$ cat src/rtl/annexb_nal_packetizer_macros.svh
// Assertion helpers shared by the packetizer modules.
`ifndef ANNEXB_NAL_PACKETIZER_MACROS_SVH
`define ANNEXB_NAL_PACKETIZER_MACROS_SVH

// Same-cycle implication.
`define ANNEXB_ASSERT_IMP(label, clk, rst_n, a, c) \
    label: assert property (@(posedge clk) disable iff (!rst_n) (a) |-> (c)) \
        else $error("annexb assertion failed");

// Next-cycle implication.
`define ANNEXB_ASSERT_NEXT(label, clk, rst_n, a, c) \
    label: assert property (@(posedge clk) disable iff (!rst_n) (a) |=> (c)) \
        else $error("annexb assertion failed");

`endif

$ cat src/rtl/annexb_pkg.sv
package annexb_pkg;

    localparam int DEF_LOOKAHEAD_DEPTH = 5;
    localparam int QUEUE_DEPTH         = 2;

    localparam logic [15:0] MAX_PKT_RESET = 16'd4096;

    localparam logic [1:0] ERR_NONE      = 2'd0;
    localparam logic [1:0] ERR_NO_SC     = 2'd1;
    localparam logic [1:0] ERR_SC_AT_END = 2'd2;
    localparam logic [1:0] ERR_ADJ_SC    = 2'd3;

    localparam logic [4:0] NAL_SLICE = 5'd1;
    localparam logic [4:0] NAL_IDR   = 5'd5;

    typedef enum logic [2:0] {
        PH_FIRST,
        PH_NEXT,
        PH_SC,
        PH_NAL_FIRST,
        PH_BODY,
        PH_DISCARD
    } phase_t;

    typedef enum logic [1:0] {
        SC_NONE,
        SC_END,
        SC_3,
        SC_4
    } sc_t;

    // One classified beat, before packet marks are added.
    typedef struct packed {
        logic        has_byte;
        logic [7:0]  data;
        logic        unit_first;
        logic        unit_last;
        logic        pts_valid;
        logic [31:0] timestamp;
        logic [1:0]  error_code;
        logic        stream_end;
    } unit_rec_t;

endpackage

$ cat src/rtl/annexb_front.sv
module annexb_front #(
    parameter int LOOKAHEAD_DEPTH = annexb_pkg::DEF_LOOKAHEAD_DEPTH
) (
    input  logic                  clk,
    input  logic                  rst_n,
    input  logic                  in_valid,
    output logic                  in_ready,
    input  logic [7:0]            data_byte,
    input  logic                  last_byte,
    input  logic                  q_full,
    output logic                  q_push,
    output annexb_pkg::unit_rec_t q_rec
);
    import annexb_pkg::*;

    `include "annexb_nal_packetizer_macros.svh"

    localparam int WIN = (LOOKAHEAD_DEPTH < 5) ? 5 :
                         ((LOOKAHEAD_DEPTH > 6) ? 6 : LOOKAHEAD_DEPTH);
    localparam int FILL_W = $clog2(WIN + 1);
    localparam logic [FILL_W-1:0] WIN_FILL = FILL_W'(WIN);
    localparam logic [FILL_W-1:0] ONE      = FILL_W'(1);
    localparam logic [FILL_W-1:0] THREE    = FILL_W'(3);
    localparam logic [FILL_W-1:0] FOUR     = FILL_W'(4);

    logic [7:0]        win_reg [WIN];
    logic [7:0]        win_next [WIN];
    logic [FILL_W-1:0] fill_reg, fill_next;
    phase_t            phase_reg, phase_next;
    logic [1:0]        sc_left_reg, sc_left_next;
    logic [31:0]       pic_reg, pic_next;
    logic [1:0]        err_reg, err_next;
    logic              drain_reg, drain_next;

    logic [7:0]        cur [WIN];
    logic [FILL_W-1:0] fill_cur, avail1;
    logic              accept, go, app, eof_mode, proc, cont;
    logic              do_emit, do_err, pts, ulast;
    logic [1:0]        err_code, sl;
    logic [4:0]        nal_type;
    sc_t               sc0, sc1;
    unit_rec_t         rec;

    function automatic sc_t sc_at(input logic [7:0] b0, input logic [7:0] b1,
                                  input logic [7:0] b2, input logic [7:0] b3,
                                  input logic [FILL_W-1:0] avail);
        sc_t r;
        if (avail == '0)
            r = SC_END;
        else if (avail >= FOUR && b0 == 8'h00 && b1 == 8'h00 && b2 == 8'h00 && b3 == 8'h01)
            r = SC_4;
        else if (avail >= THREE && b0 == 8'h00 && b1 == 8'h00 && b2 == 8'h01)
            r = SC_3;
        else
            r = SC_NONE;
        return r;
    endfunction

    assign accept   = in_valid && in_ready;
    assign in_ready = !drain_reg && !q_full;

    always_comb
    begin
        go       = drain_reg ? !q_full : accept;
        app      = accept && phase_reg != PH_DISCARD && fill_reg < WIN_FILL;
        for (int i = 0; i < WIN; i++)
        begin
            cur[i] = (app && fill_reg == FILL_W'(i)) ? data_byte : win_reg[i];
        end
        fill_cur = fill_reg + {{(FILL_W-1){1'b0}}, app};
        avail1   = (fill_cur == '0) ? '0 : fill_cur - ONE;
        eof_mode = drain_reg || (accept && last_byte);
        sc0      = sc_at(cur[0], cur[1], cur[2], cur[3], fill_cur);
        sc1      = sc_at(cur[1], cur[2], cur[3], cur[4], avail1);
        proc     = go && phase_reg != PH_DISCARD && fill_cur != '0 &&
                   (fill_cur == WIN_FILL || eof_mode);

        win_next     = cur;
        fill_next    = fill_cur;
        phase_next   = phase_reg;
        sc_left_next = sc_left_reg;
        pic_next     = pic_reg;
        err_next     = err_reg;
        drain_next   = drain_reg;
        rec          = '0;
        do_emit      = 1'b0;
        do_err       = 1'b0;
        err_code     = ERR_NONE;
        pts          = 1'b0;
        ulast        = 1'b0;
        sl           = sc_left_reg;
        nal_type     = (sc0 == SC_4) ? cur[4][4:0] : cur[3][4:0];

        if (proc)
        begin
            unique case (phase_reg)
                PH_FIRST, PH_NEXT:
                begin
                    if (sc0 == SC_NONE || sc0 == SC_END)
                    begin
                        do_err   = 1'b1;
                        err_code = ERR_NO_SC;
                    end
                    else if (fill_cur <= ((sc0 == SC_4) ? FOUR : THREE))
                    begin
                        do_err   = 1'b1;
                        err_code = ERR_SC_AT_END;
                    end
                    else
                    begin
                        pts            = nal_type == NAL_SLICE || nal_type == NAL_IDR;
                        rec.unit_first = 1'b1;
                        rec.pts_valid  = pts;
                        rec.timestamp  = pts ? pic_reg : 32'd0;
                        pic_next       = pic_reg + {31'd0, pts};
                        sc_left_next   = (sc0 == SC_4) ? 2'd3 : 2'd2;
                        phase_next     = PH_SC;
                        do_emit        = 1'b1;
                    end
                end
                PH_SC:
                begin
                    do_emit      = 1'b1;
                    sl           = sc_left_reg - {1'b0, sc_left_reg != 2'd0};
                    sc_left_next = sl;
                    if (sl == 2'd0)
                        phase_next = PH_NAL_FIRST;
                end
                PH_NAL_FIRST, PH_BODY:
                begin
                    if (phase_reg == PH_NAL_FIRST && sc0 != SC_NONE)
                    begin
                        do_err   = 1'b1;
                        err_code = ERR_ADJ_SC;
                    end
                    else
                    begin
                        ulast         = sc1 != SC_NONE;
                        rec.unit_last = ulast;
                        phase_next    = ulast ? PH_NEXT : PH_BODY;
                        do_emit       = 1'b1;
                    end
                end
                PH_DISCARD:
                begin
                end
                default:
                begin
                end
            endcase
        end

        if (do_emit)
        begin
            rec.has_byte = 1'b1;
            rec.data     = cur[0];
            for (int i = 0; i < WIN - 1; i++)
            begin
                win_next[i] = cur[i + 1];
            end
            win_next[WIN-1] = 8'h00;
            fill_next       = fill_cur - ONE;
        end

        if (do_err)
        begin
            rec.error_code = err_code;
            err_next       = err_code;
            phase_next     = PH_DISCARD;
            fill_next      = '0;
        end

        cont   = phase_next != PH_DISCARD && fill_next != '0;
        q_push = 1'b0;

        if (go && eof_mode)
        begin
            q_push = 1'b1;
            if (!proc)
            begin
                rec            = '0;
                rec.error_code = err_reg;
            end
            rec.stream_end = !proc || !cont;
            drain_next     = proc && cont;
            if (rec.stream_end)
            begin
                phase_next   = PH_FIRST;
                fill_next    = '0;
                sc_left_next = 2'd0;
                pic_next     = 32'd0;
                err_next     = ERR_NONE;
            end
        end
        else
        begin
            q_push = proc;
        end

        q_rec = rec;
    end

    always_ff @(posedge clk or negedge rst_n)
    begin
        if (!rst_n)
            phase_reg <= PH_FIRST;
        else
            phase_reg <= phase_next;
    end

    always_ff @(posedge clk or negedge rst_n)
    begin
        if (!rst_n)
        begin
            fill_reg    <= '0;
            sc_left_reg <= 2'd0;
            pic_reg     <= 32'd0;
            err_reg     <= ERR_NONE;
            drain_reg   <= 1'b0;
        end
        else
        begin
            fill_reg    <= fill_next;
            sc_left_reg <= sc_left_next;
            pic_reg     <= pic_next;
            err_reg     <= err_next;
            drain_reg   <= drain_next;
        end
    end

    always_ff @(posedge clk)
    begin
        win_reg <= win_next;
    end

    `ANNEXB_ASSERT_IMP(a_discard_empty, clk, rst_n, phase_reg == PH_DISCARD, fill_reg == '0)
    `ANNEXB_ASSERT_IMP(a_drain_busy, clk, rst_n, drain_reg, phase_reg != PH_DISCARD && fill_reg != '0)
    `ANNEXB_ASSERT_NEXT(a_end_rearm, clk, rst_n, q_push && q_rec.stream_end, phase_reg == PH_FIRST && fill_reg == '0 && pic_reg == '0 && !drain_reg)

endmodule

$ cat src/rtl/annexb_queue.sv
module annexb_queue (
    input  logic                  clk,
    input  logic                  rst_n,
    input  logic                  push,
    input  annexb_pkg::unit_rec_t push_rec,
    output logic                  full,
    input  logic                  pop,
    output logic                  valid,
    output annexb_pkg::unit_rec_t pop_rec
);
    import annexb_pkg::*;

    `include "annexb_nal_packetizer_macros.svh"

    localparam int PTR_W = $clog2(QUEUE_DEPTH);
    localparam int CNT_W = $clog2(QUEUE_DEPTH + 1);
    localparam logic [PTR_W-1:0] LAST_PTR = PTR_W'(QUEUE_DEPTH - 1);
    localparam logic [CNT_W-1:0] DEPTH_CNT = CNT_W'(QUEUE_DEPTH);
    localparam logic [CNT_W-1:0] CNT_ONE   = CNT_W'(1);

    unit_rec_t        mem_reg [QUEUE_DEPTH];
    logic [PTR_W-1:0] wr_ptr_reg, wr_ptr_next;
    logic [PTR_W-1:0] rd_ptr_reg, rd_ptr_next;
    logic [CNT_W-1:0] cnt_reg, cnt_next;

    assign full    = cnt_reg == DEPTH_CNT;
    assign valid   = cnt_reg != '0;
    assign pop_rec = mem_reg[rd_ptr_reg];

    always_comb
    begin
        wr_ptr_next = wr_ptr_reg;
        rd_ptr_next = rd_ptr_reg;
        cnt_next    = cnt_reg;
        if (push)
            wr_ptr_next = (wr_ptr_reg == LAST_PTR) ? '0 : wr_ptr_reg + PTR_W'(1);
        if (pop)
            rd_ptr_next = (rd_ptr_reg == LAST_PTR) ? '0 : rd_ptr_reg + PTR_W'(1);
        if (push && !pop)
            cnt_next = cnt_reg + CNT_ONE;
        else if (pop && !push)
            cnt_next = cnt_reg - CNT_ONE;
    end

    always_ff @(posedge clk or negedge rst_n)
    begin
        if (!rst_n)
        begin
            wr_ptr_reg <= '0;
            rd_ptr_reg <= '0;
            cnt_reg    <= '0;
        end
        else
        begin
            wr_ptr_reg <= wr_ptr_next;
            rd_ptr_reg <= rd_ptr_next;
            cnt_reg    <= cnt_next;
        end
    end

    always_ff @(posedge clk)
    begin
        if (push)
            mem_reg[wr_ptr_reg] <= push_rec;
    end

    `ANNEXB_ASSERT_IMP(a_no_overflow, clk, rst_n, push, !full)
    `ANNEXB_ASSERT_IMP(a_no_underflow, clk, rst_n, pop, valid)

endmodule

$ cat src/rtl/annexb_back.sv
module annexb_back (
    input  logic                  clk,
    input  logic                  rst_n,
    input  logic                  cfg_wr_en,
    input  logic [15:0]           cfg_wr_data,
    input  logic                  q_valid,
    input  annexb_pkg::unit_rec_t q_rec,
    output logic                  q_pop,
    output logic                  res_valid,
    input  logic                  res_ready,
    output logic                  out_valid,
    output logic [7:0]            out_byte,
    output logic                  packet_first,
    output logic                  packet_last,
    output logic                  unit_first,
    output logic                  unit_last,
    output logic                  pts_valid,
    output logic [31:0]           timestamp,
    output logic [1:0]            error_code,
    output logic                  stream_end
);
    import annexb_pkg::*;

    `include "annexb_nal_packetizer_macros.svh"

    logic [15:0] max_reg;
    logic [15:0] pkt_cnt_reg, pkt_cnt_next;
    logic        res_valid_reg, res_valid_next;
    unit_rec_t   rec_reg;
    logic        pf_reg, pl_reg;

    logic [16:0] limit, cnt1;
    logic        load, pf, pl;

    always_comb
    begin
        load           = q_valid && (!res_valid_reg || res_ready);
        limit          = (max_reg == 16'd0) ? 17'h10000 : {1'b0, max_reg};
        cnt1           = {1'b0, pkt_cnt_reg} + 17'd1;
        pf             = q_rec.has_byte && pkt_cnt_reg == 16'd0;
        pl             = q_rec.has_byte && (q_rec.unit_last || cnt1 >= limit);
        pkt_cnt_next   = pkt_cnt_reg;
        res_valid_next = res_valid_reg;
        if (res_ready)
            res_valid_next = 1'b0;
        if (load)
        begin
            res_valid_next = 1'b1;
            if (q_rec.has_byte)
                pkt_cnt_next = pl ? 16'd0 : cnt1[15:0];
            if (q_rec.stream_end)
                pkt_cnt_next = 16'd0;
        end
    end

    assign q_pop = load;

    always_ff @(posedge clk or negedge rst_n)
    begin
        if (!rst_n)
        begin
            max_reg       <= MAX_PKT_RESET;
            pkt_cnt_reg   <= 16'd0;
            res_valid_reg <= 1'b0;
        end
        else
        begin
            if (cfg_wr_en)
                max_reg <= cfg_wr_data;
            pkt_cnt_reg   <= pkt_cnt_next;
            res_valid_reg <= res_valid_next;
        end
    end

    always_ff @(posedge clk)
    begin
        if (load)
        begin
            rec_reg <= q_rec;
            pf_reg  <= pf;
            pl_reg  <= pl;
        end
    end

    assign res_valid    = res_valid_reg;
    assign out_valid    = rec_reg.has_byte;
    assign out_byte     = rec_reg.data;
    assign packet_first = pf_reg;
    assign packet_last  = pl_reg;
    assign unit_first   = rec_reg.unit_first;
    assign unit_last    = rec_reg.unit_last;
    assign pts_valid    = rec_reg.pts_valid;
    assign timestamp    = rec_reg.timestamp;
    assign error_code   = rec_reg.error_code;
    assign stream_end   = rec_reg.stream_end;

    `ANNEXB_ASSERT_NEXT(a_pkt_end_clears, clk, rst_n, q_pop && (q_rec.stream_end || (q_rec.has_byte && q_rec.unit_last)), pkt_cnt_reg == 16'd0)

endmodule

$ cat src/rtl/annexb_nal_packetizer.sv
// Annex B start-code splitter and packetizer.
// Input channel in_valid/in_ready carries one stream byte per beat, with
// last_byte set on the final byte of a file. Output channel
// res_valid/res_ready carries one result beat: a payload byte with packet,
// unit and timestamp marks, an error beat, or an end-of-file marker.
// Bytes are judged at the oldest slot of a lookahead window of 5 or 6
// bytes, so results trail input by the window depth minus one bytes.
// res_valid rises once the result has passed the queue and the output register.
// Throughput is one byte per cycle while the queue has room; the end-of-file
// beat drains the window at one result per cycle, again while the queue has
// room, up to 6 results, with in_ready low until the drain is done.
// The window shift and classification step sets the one-per-cycle figure.
// cfg_wr_en/cfg_wr_data write the packet size limit; write only when idle.
// Reset empties the window and queue and clears the phase and counters; the limit returns
// to 4096. After the end-of-file result the stream state re-arms itself.
// If res_ready is low the output holds; a two-beat queue takes up the
// slack, then in_ready drops until the receiver takes results again.
module annexb_nal_packetizer #(
    parameter int LOOKAHEAD_DEPTH = annexb_pkg::DEF_LOOKAHEAD_DEPTH
) (
    input  logic        clk,
    input  logic        rst_n,
    input  logic        cfg_wr_en,
    input  logic [15:0] cfg_wr_data,
    input  logic        in_valid,
    output logic        in_ready,
    input  logic [7:0]  data_byte,
    input  logic        last_byte,
    output logic        res_valid,
    input  logic        res_ready,
    output logic        out_valid,
    output logic [7:0]  out_byte,
    output logic        packet_first,
    output logic        packet_last,
    output logic        unit_first,
    output logic        unit_last,
    output logic        pts_valid,
    output logic [31:0] timestamp,
    output logic [1:0]  error_code,
    output logic        stream_end
);
    import annexb_pkg::*;

    logic      q_full, q_push, q_valid, q_pop;
    unit_rec_t push_rec, pop_rec;

    annexb_front #(
        .LOOKAHEAD_DEPTH(LOOKAHEAD_DEPTH)
    ) u_front (
        .clk       (clk),
        .rst_n     (rst_n),
        .in_valid  (in_valid),
        .in_ready  (in_ready),
        .data_byte (data_byte),
        .last_byte (last_byte),
        .q_full    (q_full),
        .q_push    (q_push),
        .q_rec     (push_rec)
    );

    annexb_queue u_queue (
        .clk      (clk),
        .rst_n    (rst_n),
        .push     (q_push),
        .push_rec (push_rec),
        .full     (q_full),
        .pop      (q_pop),
        .valid    (q_valid),
        .pop_rec  (pop_rec)
    );

    annexb_back u_back (
        .clk          (clk),
        .rst_n        (rst_n),
        .cfg_wr_en    (cfg_wr_en),
        .cfg_wr_data  (cfg_wr_data),
        .q_valid      (q_valid),
        .q_rec        (pop_rec),
        .q_pop        (q_pop),
        .res_valid    (res_valid),
        .res_ready    (res_ready),
        .out_valid    (out_valid),
        .out_byte     (out_byte),
        .packet_first (packet_first),
        .packet_last  (packet_last),
        .unit_first   (unit_first),
        .unit_last    (unit_last),
        .pts_valid    (pts_valid),
        .timestamp    (timestamp),
        .error_code   (error_code),
        .stream_end   (stream_end)
    );

endmodule
$ cat config.mk
export PLATFORM = sky130hd
export DESIGN_NAME = annexb_nal_packetizer
export DESIGN_NICKNAME = d
export VERILOG_FILES = /design/src/rtl/annexb_pkg.sv /design/src/rtl/annexb_front.sv /design/src/rtl/annexb_queue.sv /design/src/rtl/annexb_back.sv /design/src/rtl/annexb_nal_packetizer.sv
export VERILOG_INCLUDE_DIRS = /design/src /design/src/rtl
export SDC_FILE = /design/constraint.sdc
export NUM_CORES = 1
export LEC_CHECK = 0
export ABC_AREA = 1
export BUFFER_PORTS_ARGS = -buffer_cell sky130_fd_sc_hd__buf_2
export CAP_MARGIN = 20
export CORE_MARGIN = 2
export CORE_UTILIZATION = 49
export CTS_CLUSTER_DIAMETER = 80
export CTS_CLUSTER_SIZE = 14
export DETAILED_ROUTE_END_ITERATION = 10
export PLACE_DENSITY = 0.67
export REMOVE_ABC_BUFFERS = 1
export SLEW_MARGIN = 40
export SYNTH_ARGS = -nofsm -noshare
export SYNTH_HDL_FRONTEND = slang
export SYNTH_SLANG_ARGS = --single-unit
$ cat constraint.sdc
create_clock -name clk -period 5.9 [get_ports clk]
set_input_delay 1.18 -clock clk [delete_from_list [all_inputs] [get_ports clk]]
set_output_delay 1.18 -clock clk [all_outputs]
set_load 0.01 [all_outputs]
==> results_dict.tcl, run 1 <==
set metrics [dict create \
    routedWlPerCell_microns 14.53 \
    antenna_found_initial 0 \
    grt_max_degree 65 \
    maxCapViolations 0 \
    outcome "completed" \
    fp-row-count 58 \
    layout.nets 1513 \
    crit-reg2reg-launch "u_queue.cnt_reg[0]" \
    yosys_register_bits 263 \
    path_max_fanout 35 \
    worst_clock_skew_ns 0.008214 \
    clock_path_buffers 3 \
    cts_sinks 263 \
    wl_mm 26.19 \
    synth-edff-count 143 \
    first_pass_iters 7 \
    min_from "u_queue.cnt_reg[0]" \
    diodes 0 \
    cts_resized 0 \
    fmaxAchievable_mhz 207.5 \
    cp.required_ns 6.28 \
    peakVddDrop_mv 0.2996 \
    root_buffer "clkbuf_16" \
    grt_pass1_vias 8590 \
    r2r_setup_slack_ns 1.14 \
    grt_overflow_total 0 \
    crit_path_top_delay_cell "nand3_1" \
    grt_pass1_wl_mm 42.56 \
    worstMarginPinSlew_ns 0.7460 \
    setup_viol 0 \
    dp_hpwl_mm 17.99 \
    r2r_cells 21 \
    cp_top_family "simple AND/OR/NAND/NOR gates" \
    synth_area_sq_mm 0.01259 \
    synth.distinct_cells 50 \
    grt_setup_unrepaired "false" \
    timing.final.crit_share 0.8170 \
    hold_path_depth 1 \
    largest_reg_flops 94 \
    routabilityCongestion 0.9081 \
    drt-initial-drc-count 740 \
    reg2reg_to "u_front.pic_reg[31]" \
    synthToLayoutAreaGrowth_pct 11.18 \
    p_per_area_mw_per_mm2 487.5 \
    syn_avg_cell_area_sq_um 9.115 \
    die-area_sq_mm 0.02699 \
    worstHoldPathType "register to register" \
    hold_viol 0 \
    ys.flop_type "edfxtp_1" \
    slowest_delay_ns 0.49 \
    dieWidth_microns 164.3 \
    portBuffers 80 \
    io_pins 81 \
    num_vias 9176 \
    die_h_microns 164.3 \
    fill_cells 2238 \
    drc 0 \
    cts_tree "built" \
    final_util 0.5558 \
    cp_common_cell "nand2_1" \
    layout_min_cycle_time_ns 4.820 \
    cp_cell_sequence "buf_2 -> nand3_2 -> nor2_8 -> buf_4 -> nand3_1 -> a21oi_1 -> nand2_1 -> nor2_1 -> nand2_1 -> and2_1 -> inv_1 -> ha_1 -> nand2_1 -> nor2_1 -> nand3_1 -> nor3_1 -> nand4_1 -> nor3_1 -> xor2_1 -> a21oi_2" \
    worst-path-buf-inv 3 \
    clkLatencyLatePin_ns 0.51 \
    ys_async_sr_fraction 0.3042 \
    critPathCaptureType "register" \
    numCtsBuffers 22 \
    regArea_sq_mm 0.007098 \
    worst_slew_margin_rel 0.5027 \
    grt_usage 0.1954 \
    layoutNonFillerInstCount 1802 \
    h-tree-depth 1 \
    clk_pin_slew_ns 0.07 \
    yosysSeqAreaShare 0.5639 \
    place_inst 1762 \
    maxSlewViolCount 0 \
    yosys_warnings 0 \
    leakage_nw 6.229 \
    postCtsSetupBuffers 0 \
    viasPerCell 5.092 \
    path_class "input port to register" \
    cts_hold_buf 0 \
    core-area_sq_mm 0.02518 \
    ant_nets 0 \
    start_util 0.4999 \
    hold_end "u_queue.cnt_reg[0]" \
    drive_above_1_share 0.1338 \
    multi_input_area_sq_mm 0.004557 \
    netlist_instances 1381 \
    startpoint_type "input port" \
    arrival_ns 5.20 \
]
[power breakdown]
group	total, mW	internal (mW)	switching, mW
logic	2.59	0.763	1.82
registers	2.89	2.70	0.189
clock network	1.35	0.727	0.622
total	6.82	4.19	2.63
[stage by stage]
step	cell area, sq um	setup WS [ns]	TNS, ns	hold slack [ns]	power, mW
6_report	14000	1.080	0	0.5002	6.823
5_1_grt	14000	0.6748	0	0.5180	7.321
4_1_cts	14000	0.9750	0	0.5028	6.887
3_5_place_dp	13360	0.4467	0	0.4941	5.515
3_3_place_gp	13350	0.5791	0	0.4839	5.453
2_1_floorplan	12380	-1.200	-112.32	0.4656	4.668
[area by class of cell]
cell class / instances / share of cell area
well taps: 330 / 0.02950
flip-flops and latches: 263 / 0.5072
clock inverters: 1 / 0.0003576
inverters: 204 / 0.05471
multi-input cells: 873 / 0.3256
repair buffers: 92 / 0.03728
clock buffers: 39 / 0.04541
[worst reg2reg max path, delay by kind of cell (launching register included)]
family,cells,cell delay [ns]
AOI/OAI and AO/OA,2,0.43
xor gates and xnor gates,1,0.20
adders and majority gates,1,0.18
buffers and inverters,3,0.49
DFF,1,0.38
and+or+nand+nor,14,2.92
[per-layer routing]
| metal | up-vias | routed length [microns] | global-route usage |
|---|---|---|---|
| met5 | - | 0 | 0 |
| met4 | 0 | 557 | 0.05144 |
| met3 | 37 | 1374 | 0.02298 |
| met2 | 202 | 11710 | 0.3092 |
| met1 | 4291 | 12550 | 0.2864 |
| li1 | 4646 | - | - |
[cells by family (layout without fill, tap and decap cells)]
logic type,Yosys count,after routing,synth area share
simple gates,634,634,0.2177
flops,263,263,0.5639
compound gates,170,170,0.08508
buf+inv,245,336,0.07713
xor+xnor,41,41,0.02853
mux,1,1,0.0008945
fa+ha+maj,27,27,0.02684
[cells in the mapped netlist, types with 2 or more instances]
library cell  count  area share
inv_2             6      0.0018
a21boi_0          2      0.0012
o22ai_1          12      0.0060
clkbuf_1         25      0.0075
a21oi_2          38       0.026
a211oi_1          3      0.0018
nor4_1           14      0.0070
or2_2             3      0.0015
a21oi_1          25      0.0099
nor2_1          121       0.036
buf_6             4      0.0036
o21ai_0          66       0.026
inv_1           197       0.059
o21ai_1           8      0.0032
xor2_1           40       0.028
edfxtp_1        143        0.34
buf_2             5      0.0020
nor2_2            2     0.00099
dfxtp_1          40       0.064
nand2_2           9      0.0045
nor3_4            3      0.0039
buf_4             4      0.0024
ha_1             27       0.027
nand3_2           7      0.0056
o21a_1            3      0.0018
a211o_1           2      0.0014
nand2_1         361        0.11
dfrtp_1          79        0.16
nand4_1          15      0.0075
nand3_1          70       0.028
buf_1             3     0.00089
o211ai_1          4      0.0024
nor3_1           23      0.0091
[cell usage in the layout (no fill, tap or decap), types with 23 or more instances in the layout]
master	netlist	layout
buf_2	5	79
nor3_1	23	23
o21ai_0	66	65
inv_1	197	197
edfxtp_1	143	143
nand2_1	361	361
clkbuf_16	0	23
xor2_1	40	40
nor2_1	121	118
dfrtp_1	79	79
a21oi_2	38	39
dfxtp_1	40	40
ha_1	27	27
a21oi_1	25	23
nand3_1	70	70
[how the worst max path moves through the flow]
stage / to / slack [ns] / start / depth (start not counted)
after global placement: u_front.pic_reg[31] / 0.58 / in_valid / 20
final: u_front.pic_reg[31] / 1.08 / in_valid / 20
after global routing: u_front.pic_reg[31] / 0.67 / in_valid / 20
after CTS: u_front.win_reg[20] / 0.97 / in_valid / 24
after floorplan: u_queue.mem_reg[1][0] / -1.20 / in_valid / 8
after detailed placement: u_front.win_reg[22] / 0.45 / in_valid / 23
No activity file was read; power rests on OpenSTA's default activity.
==> run 2: changes to the inputs <==
PLACE_DENSITY = 0.69   (was 0.67)
clock period = 4.4 ns   (was 5.9 ns; I/O delays follow)
==> run 2 against run 1 <==
Sequential power grew 34%. Cell area increased by 2.9%. Combinational power grew 46%. Clock skew rose by 0.0038 ns. Flip-flop and latch count unchanged. Largest power group unchanged. Global-route usage up 1.1 points. Setup slack lost 0.75 ns. Clock-buffer cell count stayed put.
==> results_dict.tcl, run 2 (synthesis gave the netlist of run 1 again) <==
set metrics [dict create \
    grt_overflow_total 0 \
    cts_sinks 263 \
    grt_setup_unrepaired "false" \
    place_ws_ns -0.09645 \
    p_per_area_mw_per_mm2 658.8 \
    layout_min_cycle_time_ns 4.071 \
    cp.required_ns 4.78 \
    internal-power_mw 5.872 \
    routabilityCongestion 0.9048 \
    dieWidth_microns 164.3 \
    h-tree-depth 1 \
    synthToLayoutAreaGrowth_pct 14.41 \
    startpoint_type "register" \
    outcome "completed" \
    root_buffer "clkbuf_16" \
    start_util 0.4999 \
    ant_nets 0 \
    critPathCaptureType "register" \
    clock_path_buffers 3 \
    core-area_sq_mm 0.02518 \
    drc 0 \
    grt_max_degree 55 \
    peakVddDrop_mv 0.3441 \
    diodes 0 \
    hold_slack_ns 0.4159 \
    p_switching_mw 3.617 \
    viasPerCell 5.100 \
    worst_slew_margin_rel 0.5001 \
    worst_clock_skew_ns 0.01206 \
    arrival_ns 4.45 \
    grt_usage 0.2059 \
    antenna_found_initial 0 \
    mostFrequentLayoutCell "nand2_1" \
    stdcell_area_sq_mm 0.01440 \
    portBuffers 80 \
    routedWlPerCell_microns 14.69 \
    hold_viol 0 \
    grt_pass1_wl_mm 44.75 \
    leakage_nw 6.462 \
    maxCapViolations 0 \
    num_vias 9399 \
    combPwrFrac 0.399 \
    clkLatencyLatePin_ns 0.52 \
    final_util 0.5719 \
    slowest_delay_ns 0.42 \
    drt-initial-drc-count 780 \
    power_frac_seq 0.408 \
    fp-row-count 58 \
    place_inst 1798 \
    setup_ws_ns 0.3294 \
    path_max_fanout 6 \
    die_h_microns 164.3 \
    cts_tree "built" \
    grt_pass1_vias 9057 \
    crit_path_top_delay_cell "dfrtp_1" \
    first_pass_iters 5 \
    layoutNonFillerInstCount 1843 \
    drive_above_1_share 0.1652 \
    dpl_cell_area_sq_mm 0.01367 \
    mostFrequentLayoutCells "nand2_1 (359), inv_1 (195), edfxtp_1 (143)" \
    pwr-share-clk 0.193 \
    path_class "register to register" \
    die-area_sq_mm 0.02699 \
    fmaxAchievable_mhz 245.7 \
    worstMarginPinSlew_ns 0.7430 \
    clk_pin_slew_ns 0.07 \
    finalSetupTns_ns 0 \
    cp_common_cell "nand2_1" \
    wl_mm 27.07 \
    p_sw_frac 0.3812 \
    maxSlewViolCount 0 \
    power.total_mw 9.488 \
    timing.final.crit_share 0.9251 \
    dp_hpwl_mm 19.00 \
    io_pins 81 \
    numCtsBuffers 22 \
    layout.nets 1554 \
    largest_reg_flops 94 \
    setup_viol 0 \
    worstHoldPathType "input port to async pin" \
]
run 2: critical path: cells and delay by family, from the launching register on:
| kind | cells | cell delay [ns] |
|---|---|---|
| xor+xnor | 1 | 0.16 |
| compound gates | 3 | 0.29 |
| flops | 1 | 0.42 |
| fa+ha+maj | 3 | 0.68 |
| buf+inv | 5 | 0.58 |
| simple gates | 15 | 1.79 |
run 2: cell type report:
| type | count | area (sq um) |
|---|---|---|
| Clock buffer | 39 | 635.6 |
| Tap cell | 330 | 412.9 |
| Inverter | 204 | 765.7 |
| Fill cell | 2202 | 10780 |
| Multi-Input combinational cell | 873 | 4606 |
| Sequential cell | 263 | 7102 |
| Timing Repair Buffer | 133 | 875.8 |
| Clock inverter | 1 | 5.005 |
run 2: power groups by stage:
stage	Combinational (mW)	Sequential, mW	Clock [mW]
after floorplan	2.16	4.10	0
after global placement	3.66	3.91	0
after detailed placement	3.73	3.93	0
after CTS	3.74	3.88	1.89
after global routing	4.28	3.94	1.97
final	3.79	3.87	1.83
run 2: timing repair:
action,4_1_cts,5_1_grt
buffers inserted,0,5
resized for setup,0,18
setup endpoints to repair,0,139
hold buffers,0,0
run 2: path summary, 6_finish.rpt:
check	from	endpoint	slack, ns	cells after the start
min reg2reg	u_queue.cnt_reg[0]	u_queue.cnt_reg[0]	0.50	1
min	rst_n	u_back.max_reg[1]	0.42	1
max	u_front.phase_reg[1]	u_front.pic_reg[21]	0.33	27
min in group clk	u_queue.cnt_reg[0]	u_queue.cnt_reg[0]	0.50	1
max reg2reg	u_front.phase_reg[1]	u_front.pic_reg[21]	0.33	27
max in group asynchronous	rst_n	u_front.pic_reg[9]	3.14	2
run 2: per-layer routing:
metal  routed length [microns]  vias up  track usage
met3                      1260       33      0.02904
li1                          -     4718            -
met1                     12760     4457       0.2888
met2                     12620      191       0.3402
met4                       439        0      0.04785
met5                         0        -            0
==> run 3: changes to the inputs <==
BUFFER_PORTS_ARGS = default   (was -buffer_cell sky130_fd_sc_hd__buf_2)
CAP_MARGIN = 10   (was 20)
DONT_BUFFER_PORTS = 1   (was default)
PLACE_DENSITY = 0.66   (was 0.69)
==> run 3 against run 2 <==
Setup slack got worse by 0.036 ns. Highest routed layer unchanged. Utilization down 2.3 points. Maximum frequency down 0.89%. Cell count shrank 5.7%. Clock skew increased by 0.0062 ns. Clock power is essentially flat. Critical path depth shrank 4. Largest power group unchanged. Power decreased by 4.3%. Sequential share of layout area grew 2.1 points.
==> results_dict.tcl, run 3 (synthesis gave the netlist of run 1 again) <==
set metrics [dict create \
    outcome "completed" \
    wl_mm 26.05 \
    fp-row-count 58 \
    arrival_ns 4.42 \
    combPwrFrac 0.355 \
    slowest_delay_ns 0.43 \
    hold_viol 0 \
    synthToLayoutAreaGrowth_pct 9.800 \
    core-area_sq_mm 0.02518 \
    fmaxAchievable_mhz 243.5 \
    worst-path-buf-inv 4 \
    timing.final.crit_share 0.9334 \
    crit_path_top_delay_cell "dfrtp_1" \
    drc 0 \
    grt_usage 0.1976 \
    worstHoldPathType "input port to async pin" \
    hold_slack_ns 0.06600 \
    clk_pin_slew_ns 0.07 \
    cts_tree "built" \
    finalSetupTns_ns 0 \
    grt_pass1_wl_mm 42.95 \
    diodes 0 \
    cp_top_family "simple AND/OR/NAND/NOR gates" \
    root_buffer "clkbuf_16" \
    leakage_nw 6.035 \
    cts_sinks 263 \
    maxCapViolations 0 \
    h-tree-depth 1 \
    grt_overflow_total 0 \
    drt-initial-drc-count 630 \
    worstMarginPinSlew_ns 0.7280 \
    startpoint_type "register" \
    critPathCaptureType "register" \
    dpl_cell_area_sq_mm 0.01311 \
    dieWidth_microns 164.3 \
    p_per_area_mw_per_mm2 656.7 \
    portBuffers 0 \
    layout_min_cycle_time_ns 4.107 \
    layout.nets 1449 \
    ant_nets 0 \
    io_pins 81 \
    pwr-share-clk 0.199 \
    worst_slew_margin_rel 0.5102 \
    numCtsBuffers 22 \
    p_switching_mw 3.482 \
    num_vias 8854 \
    internal-power_mw 5.595 \
    clock_path_buffers 3 \
    start_util 0.4999 \
    path_max_fanout 31 \
    first_pass_iters 5 \
    stdcell_area_sq_mm 0.01382 \
    cts_hold_buf 0 \
    largest_reg_flops 94 \
    maxSlewViolCount 0 \
    grt_setup_unrepaired "false" \
    cp.required_ns 4.72 \
    viasPerCell 5.094 \
    antenna_found_initial 0 \
    mostFrequentLayoutCell "nand2_1" \
    grt_pass1_vias 8439 \
    die_h_microns 164.3 \
    die-area_sq_mm 0.02699 \
    peakVddDrop_mv 0.4284 \
    mostFrequentLayoutCells "nand2_1 (359), inv_1 (196), edfxtp_1 (143)" \
    worst_clock_skew_ns 0.01821 \
    routedWlPerCell_microns 14.99 \
    clkLatencyLatePin_ns 0.51 \
    grt_max_degree 81 \
    path_class "register to register" \
    cp_cell_sequence "inv_2 -> nand3_2 -> nand2_4 -> nor2_8 -> ha_1 -> ha_1 -> or2_2 -> nand2_1 -> nand3_1 -> nor2_1 -> nand2_1 -> nor2_2 -> nand2_4 -> ha_1 -> nand2_1 -> o21ai_0 -> o21ai_1 -> buf_4 -> nor2_2 -> inv_2 -> nor2_1 -> inv_4 -> nor2_1" \
    setup_viol 0 \
    crit-reg2reg-launch "u_front.phase_reg[1]" \
    setup.worst_path.start "u_front.phase_reg[1]" \
    dp_hpwl_mm 18.33 \
    p_sw_frac 0.3836 \
    routabilityCongestion 0.8745 \
    drive_above_1_share 0.1037 \
    power_frac_seq 0.446 \
]
[run 3: cell types whose count changed in the layout (fill, tap and decap cells not counted), moves of 2 or more]
cell and change:
nor2_1 -4, buf_4 -26, nor3_2 -2, nor2_2 +4, buf_2 -79, inv_2 -2
[run 3: final timing paths]
kind | end | slack (ns) | cells past startpoint
worst max-delay path | u_queue.mem_reg[0][24] | 0.29 | 23
worst min-delay path | u_back.max_reg[14] | 0.07 | 0
worst max register to register | u_queue.mem_reg[0][24] | 0.29 | 23
worst min register to register | u_front.win_reg[6] | 0.50 | 2
max in group asynchronous | u_front.fill_reg[2] | 4.15 | 0
min in group clk | u_back.max_reg[12] | 0.45 | 1
[run 3: layout make-up]
type	instances	area [sq um]
clock buffer	39	635.6
clock inverter	1	5.005
fill	2183	11360
inverter	204	768.2
multi-input combinational	873	4614
sequential	263	7101
tap	330	412.9
timing repair buffer	28	285.3
[run 3: layer usage]
layer,global-route usage,wire (microns),share of wire,vias to the layer above
li1,-,-,-,4515
met5,0,0,0,-
met1,0.2807,12590,0.48,4131
met4,0.04147,370,0.014,0
met3,0.03258,1214,0.047,30
met2,0.3210,11870,0.46,178
[run 3: power groups by stage]
stage / combinational (mW) / clock [mW] / sequential (mW)
5_1_grt: 3.66 / 1.96 / 4.13
2_1_floorplan: 2.16 / 0 / 4.10
4_1_cts: 3.23 / 1.86 / 4.06
6_report: 3.22 / 1.81 / 4.05
3_5_place_dp: 3.21 / 0 / 4.10
3_3_place_gp: 3.15 / 0 / 4.09
[run 3: through the flow]
step | cells | power, mW | setup WS (ns) | utilization
global route | 1738 | 9.743 | 0.0005649 | 0.5489
detailed placement | 1697 | 7.316 | 0.04657 | 0.5205
global placement | 1697 | 7.238 | 0.09088 | 0.5205
finish | 1738 | 9.077 | 0.2930 | 0.5489
CTS | 1737 | 9.140 | 0.1226 | 0.5460
floorplan | 1340 | 6.260 | -2.400 | -
[run 3: what timing repair did]
action / 4_1_cts / 5_1_grt
buffers inserted: 0 / 1
resized for setup: 0 / 20
endpoints found under the setup margin: 0 / 117
